[src/sv/sbfd_pkg.sv]
// SBUS frame decoder package: frame record, queue status and scaling constants.
// Used by every module of the decoder; depends on nothing.
`timescale 1ns / 1ps

package sbfd_pkg;

   localparam int FRAME_BYTES = 25;
   localparam int ANALOG_CHANNELS = 16;
   localparam int CODE_BITS = 11;
   localparam int CHAN_BITS = ANALOG_CHANNELS * CODE_BITS;
   localparam int FLAG_BYTE = 23;

   localparam logic [7:0] HEADER_BYTE = 8'h0F;
   localparam logic [7:0] FOOTER_BYTE = 8'h00;

   localparam logic [CODE_BITS-1:0] CODE_LOW = 11'd172;
   localparam logic [CODE_BITS-1:0] CODE_HIGH = 11'd1811;
   localparam logic [9:0] HALF_SPAN = 10'd819;

   localparam int SCALE_SHIFT = 36;
   localparam logic [25:0] SCALE_MUL = 26'(((64'd1 << SCALE_SHIFT) + 64'd1638) / 64'd1639);

   localparam int NUM_BITS = CODE_BITS + 14;
   localparam int PROD_BITS = NUM_BITS + 26;
   localparam int MAG_BITS = 15;

   typedef struct packed {
      logic [7:0]           flags;
      logic [CHAN_BITS-1:0] chan_bits;
   } sbfd_frame_type;

   typedef struct packed {
      logic full;
      logic empty;
   } sbfd_q_status_type;

endpackage

[src/sv/sbfd_front.sv]
// SBUS decoder front end: collects frame bytes, checks header and footer, pushes good frames.
// Depends on sbfd_pkg.
`timescale 1ns / 1ps

module sbfd_front (
   input  logic                      clock,
   input  logic                      reset,
   input  logic                      req_valid,
   output logic                      req_ready,
   input  logic [7:0]                req_rx_byte,
   input  logic                      req_starts_frame,
   input  sbfd_pkg::sbfd_q_status_type q_status,
   output logic                      q_push,
   output sbfd_pkg::sbfd_frame_type  q_data
);
   import sbfd_pkg::*;

   logic [7:0] store_ff [FRAME_BYTES];
   logic [4:0] pos_ff;
   logic [4:0] pos_in;
   logic       accept;
   logic       in_frame;

   assign req_ready = !q_status.full;
   assign accept = req_valid && req_ready;
   assign in_frame = pos_ff < 5'(FRAME_BYTES);

   always_comb begin
      pos_in = pos_ff;
      if (accept) begin
         if (req_starts_frame) begin
            pos_in = 5'd1;
         end else if (in_frame) begin
            pos_in = pos_ff + 5'd1;
         end
      end
   end

   always_ff @(posedge clock) begin
      if (reset) begin
         pos_ff <= 5'(FRAME_BYTES);
      end else begin
         pos_ff <= pos_in;
      end
   end

   always_ff @(posedge clock) begin
      if (accept) begin
         if (req_starts_frame) begin
            store_ff[0] <= req_rx_byte;
         end else if (in_frame) begin
            store_ff[pos_ff] <= req_rx_byte;
         end
      end
   end

   always_comb begin
      q_data.flags = store_ff[FLAG_BYTE];
      for (int i = 0; i < CHAN_BITS / 8; i++) begin
         q_data.chan_bits[8*i +: 8] = store_ff[i+1];
      end
   end

   assign q_push = accept && !req_starts_frame && (pos_ff == 5'(FRAME_BYTES - 1))
                   && (store_ff[0] == HEADER_BYTE) && (req_rx_byte == FOOTER_BYTE);

endmodule

[src/sv/sbfd_fifo.sv]
// Two-entry frame queue between front and back end of the SBUS decoder.
// Depends on sbfd_pkg.
`timescale 1ns / 1ps

module sbfd_fifo (
   input  logic                       clock,
   input  logic                       reset,
   input  logic                       push,
   input  sbfd_pkg::sbfd_frame_type   push_data,
   input  logic                       pop,
   output sbfd_pkg::sbfd_frame_type   head,
   output sbfd_pkg::sbfd_q_status_type status
);
   import sbfd_pkg::*;

   sbfd_frame_type mem_ff [2];
   logic [1:0] count_ff;
   logic [1:0] count_in;
   logic       wr_ptr_ff;
   logic       rd_ptr_ff;
   logic       do_push;
   logic       do_pop;

   assign status.full = count_ff == 2'd2;
   assign status.empty = count_ff == 2'd0;
   assign do_push = push && !status.full;
   assign do_pop = pop && !status.empty;
   assign head = mem_ff[rd_ptr_ff];

   always_comb begin
      count_in = count_ff;
      if (do_push && !do_pop) begin
         count_in = count_ff + 2'd1;
      end else if (do_pop && !do_push) begin
         count_in = count_ff - 2'd1;
      end
   end

   always_ff @(posedge clock) begin
      if (reset) begin
         count_ff <= 2'd0;
         wr_ptr_ff <= 1'b0;
         rd_ptr_ff <= 1'b0;
      end else begin
         count_ff <= count_in;
         if (do_push) begin
            wr_ptr_ff <= !wr_ptr_ff;
         end
         if (do_pop) begin
            rd_ptr_ff <= !rd_ptr_ff;
         end
      end
   end

   always_ff @(posedge clock) begin
      if (do_push) begin
         mem_ff[wr_ptr_ff] <= push_data;
      end
   end

endmodule

[src/sv/sbfd_back.sv]
// SBUS decoder back end: walks the channels of a queued frame and scales each code.
// Depends on sbfd_pkg.
`timescale 1ns / 1ps

module sbfd_back #(
   parameter int OUTPUT_CHANNELS = 24
) (
   input  logic                        clock,
   input  logic                        reset,
   input  sbfd_pkg::sbfd_frame_type    head,
   input  sbfd_pkg::sbfd_q_status_type q_status,
   output logic                        q_pop,
   output logic                        rsp_valid,
   input  logic                        rsp_ready,
   output logic [4:0]                  rsp_channel_index,
   output logic signed [15:0]          rsp_channel_value,
   output logic                        rsp_frame_lost,
   output logic                        rsp_failsafe_active,
   output logic                        rsp_link_good,
   output logic                        rsp_last_channel
);
   import sbfd_pkg::*;

   logic [4:0] ch_ff;
   logic [4:0] ch_in;
   logic       advance;
   logic       issue;
   logic       is_last;

   logic [CODE_BITS-1:0] code;
   logic [CODE_BITS:0]   diff;
   logic                 neg;
   logic [CODE_BITS-1:0] mag;

   logic                 s1_valid_ff;
   logic [NUM_BITS-1:0]  s1_num_ff;
   logic                 s1_neg_ff;
   logic [4:0]           s1_ch_ff;
   logic                 s1_lost_ff;
   logic                 s1_fs_ff;
   logic                 s1_last_ff;

   logic                 s2_valid_ff;
   logic [PROD_BITS-1:0] s2_prod_ff;
   logic                 s2_neg_ff;
   logic [4:0]           s2_ch_ff;
   logic                 s2_lost_ff;
   logic                 s2_fs_ff;
   logic                 s2_last_ff;

   logic [MAG_BITS-1:0]  quot;
   logic [15:0]          value;
   logic                 out_valid_ff;

   assign advance = !out_valid_ff || rsp_ready;
   assign issue = advance && !q_status.empty;
   assign is_last = ch_ff == 5'(OUTPUT_CHANNELS - 1);
   assign q_pop = issue && is_last;

   always_comb begin
      ch_in = ch_ff;
      if (issue) begin
         ch_in = is_last ? 5'd0 : ch_ff + 5'd1;
      end
   end

   always_ff @(posedge clock) begin
      if (reset) begin
         ch_ff <= 5'd0;
      end else begin
         ch_ff <= ch_in;
      end
   end

   always_comb begin
      if (ch_ff < 5'(ANALOG_CHANNELS)) begin
         code = head.chan_bits[CODE_BITS*ch_ff[3:0] +: CODE_BITS];
      end else begin
         code = head.flags[ch_ff[2:0]] ? CODE_LOW : CODE_HIGH;
      end
      diff = {1'b0, code} - {1'b0, CODE_LOW};
      neg = diff[CODE_BITS];
      mag = neg ? CODE_BITS'(-diff) : diff[CODE_BITS-1:0];
   end

   always_ff @(posedge clock) begin
      if (reset) begin
         s1_valid_ff <= 1'b0;
         s2_valid_ff <= 1'b0;
         out_valid_ff <= 1'b0;
      end else if (advance) begin
         s1_valid_ff <= issue;
         s2_valid_ff <= s1_valid_ff;
         out_valid_ff <= s2_valid_ff;
      end
   end

   assign quot = s2_prod_ff[SCALE_SHIFT +: MAG_BITS];
   assign value = s2_neg_ff ? -{1'b0, quot} : {1'b0, quot};

   always_ff @(posedge clock) begin
      if (advance) begin
         s1_num_ff <= {mag, 14'd0} + NUM_BITS'(HALF_SPAN);
         s1_neg_ff <= neg;
         s1_ch_ff <= ch_ff;
         s1_lost_ff <= head.flags[2];
         s1_fs_ff <= head.flags[3];
         s1_last_ff <= is_last;

         s2_prod_ff <= PROD_BITS'(s1_num_ff) * PROD_BITS'(SCALE_MUL);
         s2_neg_ff <= s1_neg_ff;
         s2_ch_ff <= s1_ch_ff;
         s2_lost_ff <= s1_lost_ff;
         s2_fs_ff <= s1_fs_ff;
         s2_last_ff <= s1_last_ff;

         rsp_channel_index <= s2_ch_ff;
         rsp_channel_value <= value;
         rsp_frame_lost <= s2_lost_ff;
         rsp_failsafe_active <= s2_fs_ff;
         rsp_link_good <= !(s2_lost_ff || s2_fs_ff);
         rsp_last_channel <= s2_last_ff;
      end
   end

   assign rsp_valid = out_valid_ff;

endmodule

[src/sv/sbus_frame_decoder_top.sv]
// SBUS frame decoder top: one received byte per cycle in, channel words out.
// Footer queues the frame; words pass s1, s2 and output, one per cycle while rsp_ready is high.
// Throughput: one byte per cycle; each good frame gives OUTPUT_CHANNELS words.
// The byte side stalls only while both entries of the two-frame queue are taken.
// Synchronous reset: frame position waits for a frame start, queue and pipeline empty.
`timescale 1ns / 1ps

module sbus_frame_decoder_top #(
   parameter int OUTPUT_CHANNELS = 24
) (
   input  logic               clock,
   input  logic               reset,
   input  logic               req_valid,
   output logic               req_ready,
   input  logic [7:0]         req_rx_byte,
   input  logic               req_starts_frame,
   output logic               rsp_valid,
   input  logic               rsp_ready,
   output logic [4:0]         rsp_channel_index,
   output logic signed [15:0] rsp_channel_value,
   output logic               rsp_frame_lost,
   output logic               rsp_failsafe_active,
   output logic               rsp_link_good,
   output logic               rsp_last_channel
);
   import sbfd_pkg::*;

   sbfd_q_status_type q_status;
   sbfd_frame_type    push_data;
   sbfd_frame_type    head;
   logic              q_push;
   logic              q_pop;

   sbfd_front u_front (
      .clock            (clock),
      .reset            (reset),
      .req_valid        (req_valid),
      .req_ready        (req_ready),
      .req_rx_byte      (req_rx_byte),
      .req_starts_frame (req_starts_frame),
      .q_status         (q_status),
      .q_push           (q_push),
      .q_data           (push_data)
   );

   sbfd_fifo u_fifo (
      .clock     (clock),
      .reset     (reset),
      .push      (q_push),
      .push_data (push_data),
      .pop       (q_pop),
      .head      (head),
      .status    (q_status)
   );

   sbfd_back #(
      .OUTPUT_CHANNELS (OUTPUT_CHANNELS)
   ) u_back (
      .clock               (clock),
      .reset               (reset),
      .head                (head),
      .q_status            (q_status),
      .q_pop               (q_pop),
      .rsp_valid           (rsp_valid),
      .rsp_ready           (rsp_ready),
      .rsp_channel_index   (rsp_channel_index),
      .rsp_channel_value   (rsp_channel_value),
      .rsp_frame_lost      (rsp_frame_lost),
      .rsp_failsafe_active (rsp_failsafe_active),
      .rsp_link_good       (rsp_link_good),
      .rsp_last_channel    (rsp_last_channel)
   );

endmodule

[config.mk]
export PLATFORM = sky130hd
export DESIGN_NAME = sbus_frame_decoder_top
export DESIGN_NICKNAME = d
export VERILOG_FILES = /design/src/sv/sbfd_pkg.sv /design/src/sv/sbfd_front.sv /design/src/sv/sbfd_fifo.sv /design/src/sv/sbfd_back.sv /design/src/sv/sbus_frame_decoder_top.sv
export SDC_FILE = /design/constraint.sdc
export NUM_CORES = 1
export LEC_CHECK = 0
export ABC_AREA = 1
export BUFFER_PORTS_ARGS = -buffer_cell sky130_fd_sc_hd__clkbuf_2
export CAP_MARGIN = 5
export CORE_MARGIN = 8
export CORE_UTILIZATION = 27
export DETAILED_ROUTE_END_ITERATION = 16
export PLACE_DENSITY_LB_ADDON = 0.05
export SLEW_MARGIN = 20
export SYNTH_ARGS = -nofsm -noshare
export SYNTH_HDL_FRONTEND = slang
export SYNTH_SLANG_ARGS = --single-unit
[constraint.sdc]
create_clock -name clock -period 16.78 [get_ports clock]
set_clock_uncertainty 0.15 [all_clocks]
set_input_delay 3.356 -clock clock [delete_from_list [all_inputs] [get_ports clock]]
set_output_delay 3.356 -clock clock [all_outputs]
set_load 0.01 [all_outputs]
After elaboration in Yosys (flattened, before gate mapping)
Memories as Yosys holds them, arrays and structs flattened. A register that Yosys moved wholly into a read port is not among the register bits.
Cells that the tools add are included.
{ "classes": {"eq_ne": 4, "magnitude_cmp": 3, "multipliers": 2, "n_mux": 25, "shifts": 1, "addsub": 8, "n_reduce_logical": 28} }
{ "op_table": {"columns": ["operator", "count"], "rows": [
  ["indexed part select 176 x 9 -> 11 bit", 1],
  ["multiplier 25 x 25 -> 50 bit (second input constant)", 1],
  ["2-to-1 mux 11 bit", 3],
  ["adder 25 x 10 -> 25 bit (second input constant)", 1],
  ["2-to-1 mux 5 bit", 4],
  ["negator 15 -> 16 bit", 1],
  ["2-to-1 mux 15 bit", 1],
  ["2-to-1 mux 1 bit", 13],
  ["subtractor 11 x 8 -> 12 bit (second input constant)", 1],
  ["logical AND 1 bit", 11],
  ["negator 11 bit", 1],
  ["adder 5 x 1 -> 5 bit (second input constant)", 2],
  ["equality test 5 bit (second input constant)", 2],
  ["less-than comparator 5 bit (second input constant)", 2],
  ["zero test 1 bit", 9],
  ["equality test 8 x 4 -> 1 bit (second input constant)", 1],
  ["zero test 8 bit", 1],
  ["multiplier 4 x 4 -> 8 bit (first input constant)", 1],
  ["2-to-1 mux 8 bit", 1],
  ["OR reduction 8 bit", 1],
  ["less-than comparator 3 x 4 -> 1 bit (second input constant)", 1],
  ["2-to-1 mux 2 bit", 2],
  ["nonzero test 2 bit", 2],
  ["binary-select mux 1 bit (select 3 bit)", 1],
  ["other kinds (6)", 7]
]} }
{ "word_totals": {"ff_bits": 135, "output_inout_bits": 27, "inputBits": 13, "mem_count": 2, "ramBits": 568} }
{ "memory_table": {"columns": ["name", "depth", "width", "read_ports", "rd_clocked_by_memory_dff", "write_ports", "line_no", "source"], "rows": [
  ["u_fifo.mem_ff", 2, 184, 1, 1, 1, "sbfd_fifo.sv:16", "sbfd_frame_type mem_ff [2];"],
  ["u_front.store_ff", 25, 8, 24, 0, 1, "sbfd_front.sv:18", "logic [7:0] store_ff [FRAME_BYTES];"]
]} }

Depth between registers and ports, before layout
Gate-level depths: netlist (run 1).
{ "depth": {"ltp_word": 12, "ltp_mapped": 23, "mapped_depth_nobuf": 23} }

Hierarchy
A second synthesis (run 1) with hierarchy kept.
{ "unflattened": {"hier_cells": 2189, "area_unflattened_um2": 30057.6} }
{ "by_module_without_submodules": {"columns": ["mod", "cells_per_inst", "instances", "area_per_inst_um2"], "rows": [
  ["sbfd_fifo", 609, 1, 13570.5],
  ["sbfd_back", 1280, 1, 10057.1],
  ["sbfd_front", 300, 1, 6429.9]
]} }

Worst setup path after synthesis (run 1)
No wires, ideal clock.
{ "synth_timing": {"path_kind": "input to register", "from": "input req_rx_byte[1]", "to": "memory u_fifo.mem_ff[1][0] (netlist name) (enable)", "t_required_ns": 15.898, "n_path_buf": 0, "setup_slack_ns": 4.394, "cell_stages": 4, "t_arrival_ns": 11.504, "setup_ns": 0.732, "cell_sequence": "nor4_1 -> and2_1 -> nand3_1 -> nor2_1"} }
{ "synth_between": {"elab_chain_len": 5} }
{ "synth_rtl": {"columns": ["element", "line_no", "source"], "rows": [
  ["from (decl)", "sbus_frame_decoder_top.sv:15", "input logic [7:0] req_rx_byte,"],
  ["zero test 8 bit", "sbfd_front.sv:65", "&& (store_ff[0] == HEADER_BYTE) && (req_rx_byte == FOOTER_BYTE);"],
  ["logical AND 1 bit", "sbfd_front.sv:65", null],
  ["logical AND 1 bit", "sbfd_fifo.sv:26", "assign do_push = push && !status.full;"],
  ["2-to-1 mux 1 bit", "sbfd_fifo.sv:56", "if (do_push) begin"],
  ["2-to-1 mux 1 bit (implied by the code)", "sbfd_fifo.sv:57", "mem_ff[wr_ptr_ff] <= push_data;"],
  ["to (decl)", "sbfd_fifo.sv:16", null]
]} }
No other way between the ends.

Worst setup path after layout (run 1)
{ "layout_timing": {"from": "input req_rx_byte[4]", "to": "memory u_fifo.mem_ff[1][163] (netlist name) (enable)"} }
The elaborated chain is that of the path after synthesis.

==> out/results.ini, run 1 <==
[cts]
worstSkewPairLatency_ps=650
cts.sinks=647
htree_levels=3
clockBufferDepth=3
cts_buffers=78
ctsResizeCount=0
cts-root-buf=clkbuf_16
clk_pin_slew_ps=50
hold_buffers=0
post_cts_buffers=0
cts_tree=done

[floorplanning]
die_y_um=346
core-area_um2=109000
dieWidth_um=346
row_count=121
start_util_pct=27.2
pin_count=40
dieArea_um2=120000

[logic_synthesis]
synthArstFlopShare_pct=0
synth_cell_types=41
synth_xor_area_share_pct=1.37
yosys-top-cells-area=edfxtp_1, nand2_1, ha_1
synth_cells=2410
ys_seq_area_share_pct=65.3
synth.net_count=2641
synth_area_leader_cell=edfxtp_1
synth_top_family_by_area=simple AND/OR/NAND/NOR gates
synth-simple-area-share_pct=15.2
synth.most_common_cell=edfxtp_1
ys_ff_latch=647
synthMuxAreaShare_pct=0
synthTopCellsByCount=edfxtp_1, nand2_1, nand3_1, inv_1, ha_1
ys.flop_type=edfxtp_1
synth_top_area_share_pct=64.1
synthAdderAreaFrac_pct=11.0
synth_compound_area_share_pct=2.70
syn_area_per_cell_um2=12.2
ys_warn_count=0
synth_area_um2=29500
synth-edff-count=629

[detailed_routing]
drt_wl_total_mm=82.7
via_per_inst=4.48
num_vias=17800
drtIter0Drc=1063
first_pass_iters=7
wl_per_cell_um=20.9
antenna_left=0
drcViolationCount=0

[cells_and_area]
layout-drive-gt1-share_pct=8.59
fin_cells=3962
synthToLayoutAreaGrowth_pct=14.4
antenna_cells=0
n_fill_cell=10800
regArea_um2=19300
layout.nets=2719
multi_input_area_um2=8950
fin_area_um2=33700

[sta]
rsz0062_at_grt=false
setup_viol=0
hold_violations=0
fin_crit_sh_pct=40.3
slew_viol_final=0
min_period_ps=6770
setup_tns_ps=0
slew_headroom_pct=25.8
worst_pin_slew_ps=1110
fmax_mhz=148

[place]
place_hpwl_mm=50.9
place_inst=3822
io_buffer_count=39
dpl_cell_area_um2=31300
routabilityCongestion=0.771

[global_route]
grt_pass1_wl_mm=122
grt_usage_pct=13.6
grt-ovfl-total=0
grt_pass1_vias=18300
antenna_found_initial=3
grt_max_degree=98

[critical_path]
worst-setup-path-type=input port to flop
startpoint=req_rx_byte[4]
reg2regPathDepth=20
critPathMaxFanout=63
timing.rr.end=u_back.s2_prod_ff[48]
critPathArrivalTime_ps=6840
reg2reg_slack_ps=10290
endpoint=u_fifo.mem_ff[1][163]
cp-end-kind=flop
r2r_start=u_back.s1_num_ff[19]
crit_required_ps=16860
startpoint_type=input port

[hold_path]
hp-class=flop to flop
hold_depth=0

[power]
power_density_nw_per_um2=101
power_leakage_nw=12.9
peakVddDrop_mv=0.0594

[run_status]
outcome=finished clean

[flow_run]
maxCapViolations=0

[cells by family after synthesis]
logic type,count (synthesis)
DFF,647
buffers and inverters,298
xor gates and xnor gates,46
adders and majority gates,218
AOI/OAI and AO/OA,146
and+or+nand+nor,1055
[routing by layer]
layer,part of all wire [%],global-route usage (%),vias up
li1,-,-,8516
met4,2.3,3.76,0
met2,48,22.7,309
met5,0,0,-
met3,3.6,2.22,119
met1,46,18.2,8821
[final cells by class]
cell class / instances / area share (%)
inverters: 215 / 2.42
clock buffers: 95 / 6.04
clock inverters: 45 / 1.14
repair buffers: 81 / 1.57
flip-flops and latches: 647 / 57.1
well taps: 1414 / 5.24
multi-input cells: 1465 / 26.5
[per-stage QoR]
stage	total power [mW]	utilization, %	worst slack (ps)	hold WS (ps)
after floorplan	1.80	-	4390	250
after global placement	1.82	28.8	9100	254
after detailed placement	1.82	28.9	9250	255
after CTS	3.45	31.1	9910	245
after global routing	3.50	31.1	9810	265
final	3.39	31.1	10010	254
[placed cells by master (no fill, tap or decap), types with 3 or more instances in the layout]
master       n
nor2_2      13
a21oi_1     64
nor3_1      15
nor4_1       5
buf_4       40
xor2_1      30
a31oi_1      8
edfxtp_1   629
o21ai_1      8
fa_1        69
bufinv_16    3
clkinv_1    19
clkbuf_2    39
nor2_4       3
clkbuf_1    16
nand3_1    319
o21ai_0     48
nand2_1    592
nand4_1     11
o21a_1       5
nor2_1      88
xnor2_1     16
clkbuf_16   79
nand3_2      3
ha_1       149
dfxtp_1     15
inv_1      209
inv_2        3
clkinv_2    14
nand2_2      4
inv_6        3
[where the power goes]
group | leakage, nW | total, mW | internal, mW | switching, mW
Clock | 1.18 | 1.60 | 0.917 | 0.685
Combinational | 5.75 | 0.0287 | 0.00444 | 0.0243
Sequential | 5.95 | 1.76 | 1.76 | 0.00195
Total | 12.9 | 3.39 | 2.68 | 0.711
[registers in the layout (all words and copies together), names as in the netlist, 2 cells and up, named ones only]
| register | cells |
|---|---|
| u_fifo.mem_ff | 368 |
| u_front.store_ff | 192 |
| u_back.rsp_channel_value | 16 |
| u_back.s2_prod_ff | 15 |
| u_back.s1_num_ff | 11 |
| u_back.ch_ff | 5 |
| u_back.rsp_channel_index | 5 |
| u_back.s1_ch_ff | 5 |
| u_back.s2_ch_ff | 5 |
| u_front.pos_ff | 5 |
| u_fifo.count_ff | 2 |
[worst min path at each step]
stage | from | endpoint | slack (ps)
6_report | u_back.s1_lost_ff | u_back.s2_lost_ff | 250
3_5_place_dp | u_back.s2_ch_ff[2] | u_back.rsp_channel_index[2] | 250
4_1_cts | u_back.s1_lost_ff | u_back.s2_lost_ff | 240
2_1_floorplan | u_back.s2_ch_ff[0] | u_back.rsp_channel_index[0] | 250
3_3_place_gp | u_back.s2_ch_ff[4] | u_back.rsp_channel_index[4] | 250
5_1_grt | u_back.s1_lost_ff | u_back.s2_lost_ff | 270
[worst max-delay path: stages]
cell and delay, ps:
clkbuf_2 500, nor4_1 420, and2_1 160, nand3_1 190
nor2_4 630, buf_4 620, buf_4 840
(Power assumes the default switching activity.)
==> run 2, diff against run 1 <==
- clock period: 16.78 -> 6.35 ns (I/O delays scaled with it)
==> run 2 against run 1 <==
- flip-flop and latch count stayed put
- highest routed layer is now met5
- die area stayed put
- global-route usage is 0.31 points higher
- critical endpoint is now u_back.s2_prod_ff[48]
- non-clock buffer count is 8 higher
==> out/results.ini, run 2 (same netlist as run 1, synthesis figures left out) <==
[critical_path]
max_stage_delay_ps=530  ; -310 ps
crit_required_ps=6580  ; -10280 ps
reg2reg_slack_ps=320  ; -9970 ps
cp-end-kind=flop
timing.rr.end=u_back.s2_prod_ff[48]
startpoint_type=flop
path_cells=inv_1 -> fa_1 -> inv_1 -> ha_1 -> inv_1 -> fa_1 -> inv_1 -> fa_1 -> fa_1 -> fa_1 -> ha_1 -> ha_1 -> a21oi_1 -> inv_1 -> a21oi_1 -> a21boi_0 -> o21ai_0 -> buf_4 -> nand2_1 -> nand3_1 -> xor2_1
critPathArrivalTime_ps=6250  ; -590 ps
r2r_start=u_back.s1_num_ff[16]
slowest_stage=fa_1
reg2regPathDepth=21  ; +5.0%
worst-setup-path-type=flop to flop
critPathMaxFanout=5  ; -92%

[floorplanning]
start_util_pct=27.2  ; unchanged
dieArea_um2=120000  ; unchanged
row_count=121  ; unchanged
dieWidth_um=346  ; unchanged
pin_count=40  ; unchanged
die_y_um=346  ; unchanged
core-area_um2=109000  ; unchanged

[place]
io_buffer_count=39  ; unchanged
dpl_worst_slack_ps=329  ; -8920 ps
dpl_cell_area_um2=31400  ; +0.37%
place_hpwl_mm=51.2  ; +0.53%
routabilityCongestion=0.819  ; +6.2%
place_inst=3830  ; +0.21%

[cts]
cts-root-buf=clkbuf_16
hold_buffers=0  ; unchanged
clockBufferDepth=3  ; unchanged
clk_pin_slew_ps=70  ; +20 ps
post_cts_buffers=0  ; unchanged
ctsResizeCount=0  ; unchanged
htree_levels=3  ; unchanged
cts_tree=done
cts_buffers=78  ; unchanged
worstSkewPairLatency_ps=640  ; about the same
cts.sinks=647  ; unchanged

[detailed_routing]
via_per_inst=4.47  ; -0.38%
drcViolationCount=0  ; unchanged
num_vias=17800  ; -0.051%
wl_met3_mm=3.00  ; +1.4%
drtIter0Drc=1127  ; +6.0%
routed.top_layer=met5
wl_per_cell_um=21.4  ; +2.7%
drt_wl_total_mm=85.2  ; +3.1%
met2_length_mm=41.2  ; +4.4%
antenna_left=0  ; unchanged
drt-met1-wl_mm=39.2  ; +2.1%
first_pass_iters=5  ; -2

[cells_and_area]
layout_common_cells=edfxtp_1, nand2_1, nand3_1
final_common_cell=edfxtp_1
fin_area_um2=33900  ; +0.37%
synthToLayoutAreaGrowth_pct=14.9
n_fill_cell=10800  ; -0.17%
largest_reg_flops=368  ; unchanged
layout.nets=2727  ; +0.29%
regArea_um2=19300  ; unchanged
reg_top3=u_fifo.mem_ff x368, u_front.store_ff x192, u_back.rsp_channel_value x16
multi_input_area_um2=8960  ; about the same
fin_cells=3975  ; +0.33%
top_register=u_fifo.mem_ff
layout-drive-gt1-share_pct=9.11  ; +0.51 points

[global_route]
grt_pass1_wl_mm=124  ; +1.6%
grt_pass1_vias=18500  ; +1.1%
grt_usage_pct=13.9  ; +0.31 points
grt_max_degree=133  ; +36%
antenna_found_initial=8  ; +5
grt-ovfl-total=0  ; unchanged

[sta]
slew_viol_final=0  ; unchanged
min_period_ps=6030
rsz0062_at_grt=false
worst_pin_slew_ps=1050  ; -59.6 ps
setup_ws_ps=325  ; -9690 ps
slew_headroom_pct=29.8  ; +4.0 points
hold_slack_ps=266  ; +11.8 ps
fmax_mhz=166
hold_violations=0  ; unchanged
setup_viol=0  ; unchanged
fin_crit_sh_pct=94.9
setup_tns_ps=0  ; unchanged

[hold_path]
min_to=u_back.rsp_channel_index[3]
hold_depth=0  ; unchanged
hp-class=flop to flop
worstHoldStart=u_back.s2_ch_ff[3]

[flow_run]
maxCapViolations=0  ; unchanged

[power]
peakVddDrop_mv=0.181  ; +200%
power_leakage_nw=12.9  ; +0.30%
power_density_nw_per_um2=266  ; +160%

[run_status]
outcome=finished clean

-- run 2: how the worst max path moves through the flow --
| stage | start | endpoint | depth (start not counted) | slack, ps |
|---|---|---|---|---|
| final | u_back.s1_num_ff[16] | u_back.s2_prod_ff[48] | 21 | 320 |
| after global routing | u_back.s1_num_ff[16] | u_back.s2_prod_ff[48] | 21 | 4 |
| after CTS | u_back.s1_num_ff[16] | u_back.s2_prod_ff[48] | 21 | 300 |
| after detailed placement | u_back.s1_num_ff[22] | u_back.s2_prod_ff[50] | 15 | 330 |
| after global placement | u_back.s1_num_ff[22] | u_back.s2_prod_ff[50] | 15 | 290 |
| after floorplan | req_rx_byte[1] | u_fifo.mem_ff[1][0] | 4 | -850 |
-- run 2: metrics by stage --
stage,power (mW),util [%]
floorplan,4.76,-
global placement,4.83,28.9
detailed placement,4.83,29.0
CTS,9.17,31.2
global route,9.31,31.2
finish,9.01,31.2
-- run 2: report_power, final --
group	internal (mW)	switching (mW)	total (mW)	leakage, nW
registers	4.65	0.00499	4.65	5.95
logic	0.0125	0.0721	0.0846	5.79
clock network	2.45	1.82	4.27	1.18
-- run 2: cell type report --
type,count,area share (%)
flip-flops and latches,647,56.9
clock buffers,102,6.15
diodes,2,0.0148
clock inverters,41,1.02
inverters,215,2.41
well taps,1414,5.22
repair buffers,89,1.87
multi-input cells,1465,26.5
-- run 2: worst max-delay path, delay by kind of cell (launching register included) --
kind / cells / cell delay (ps)
AOI/OAI and AO/OA: 4 / 770
xor gates and xnor gates: 1 / 150
adders and majority gates: 8 / 3290
DFF: 1 / 510
and+or+nand+nor: 2 / 120
buffers and inverters: 6 / 750
-- run 2: per-layer routing --
layer  vias up  track usage, %
li1       8546               -
met4         2            3.63
met2       308            23.8
met1      8783            18.2
met3       117            2.20
met5         -               0
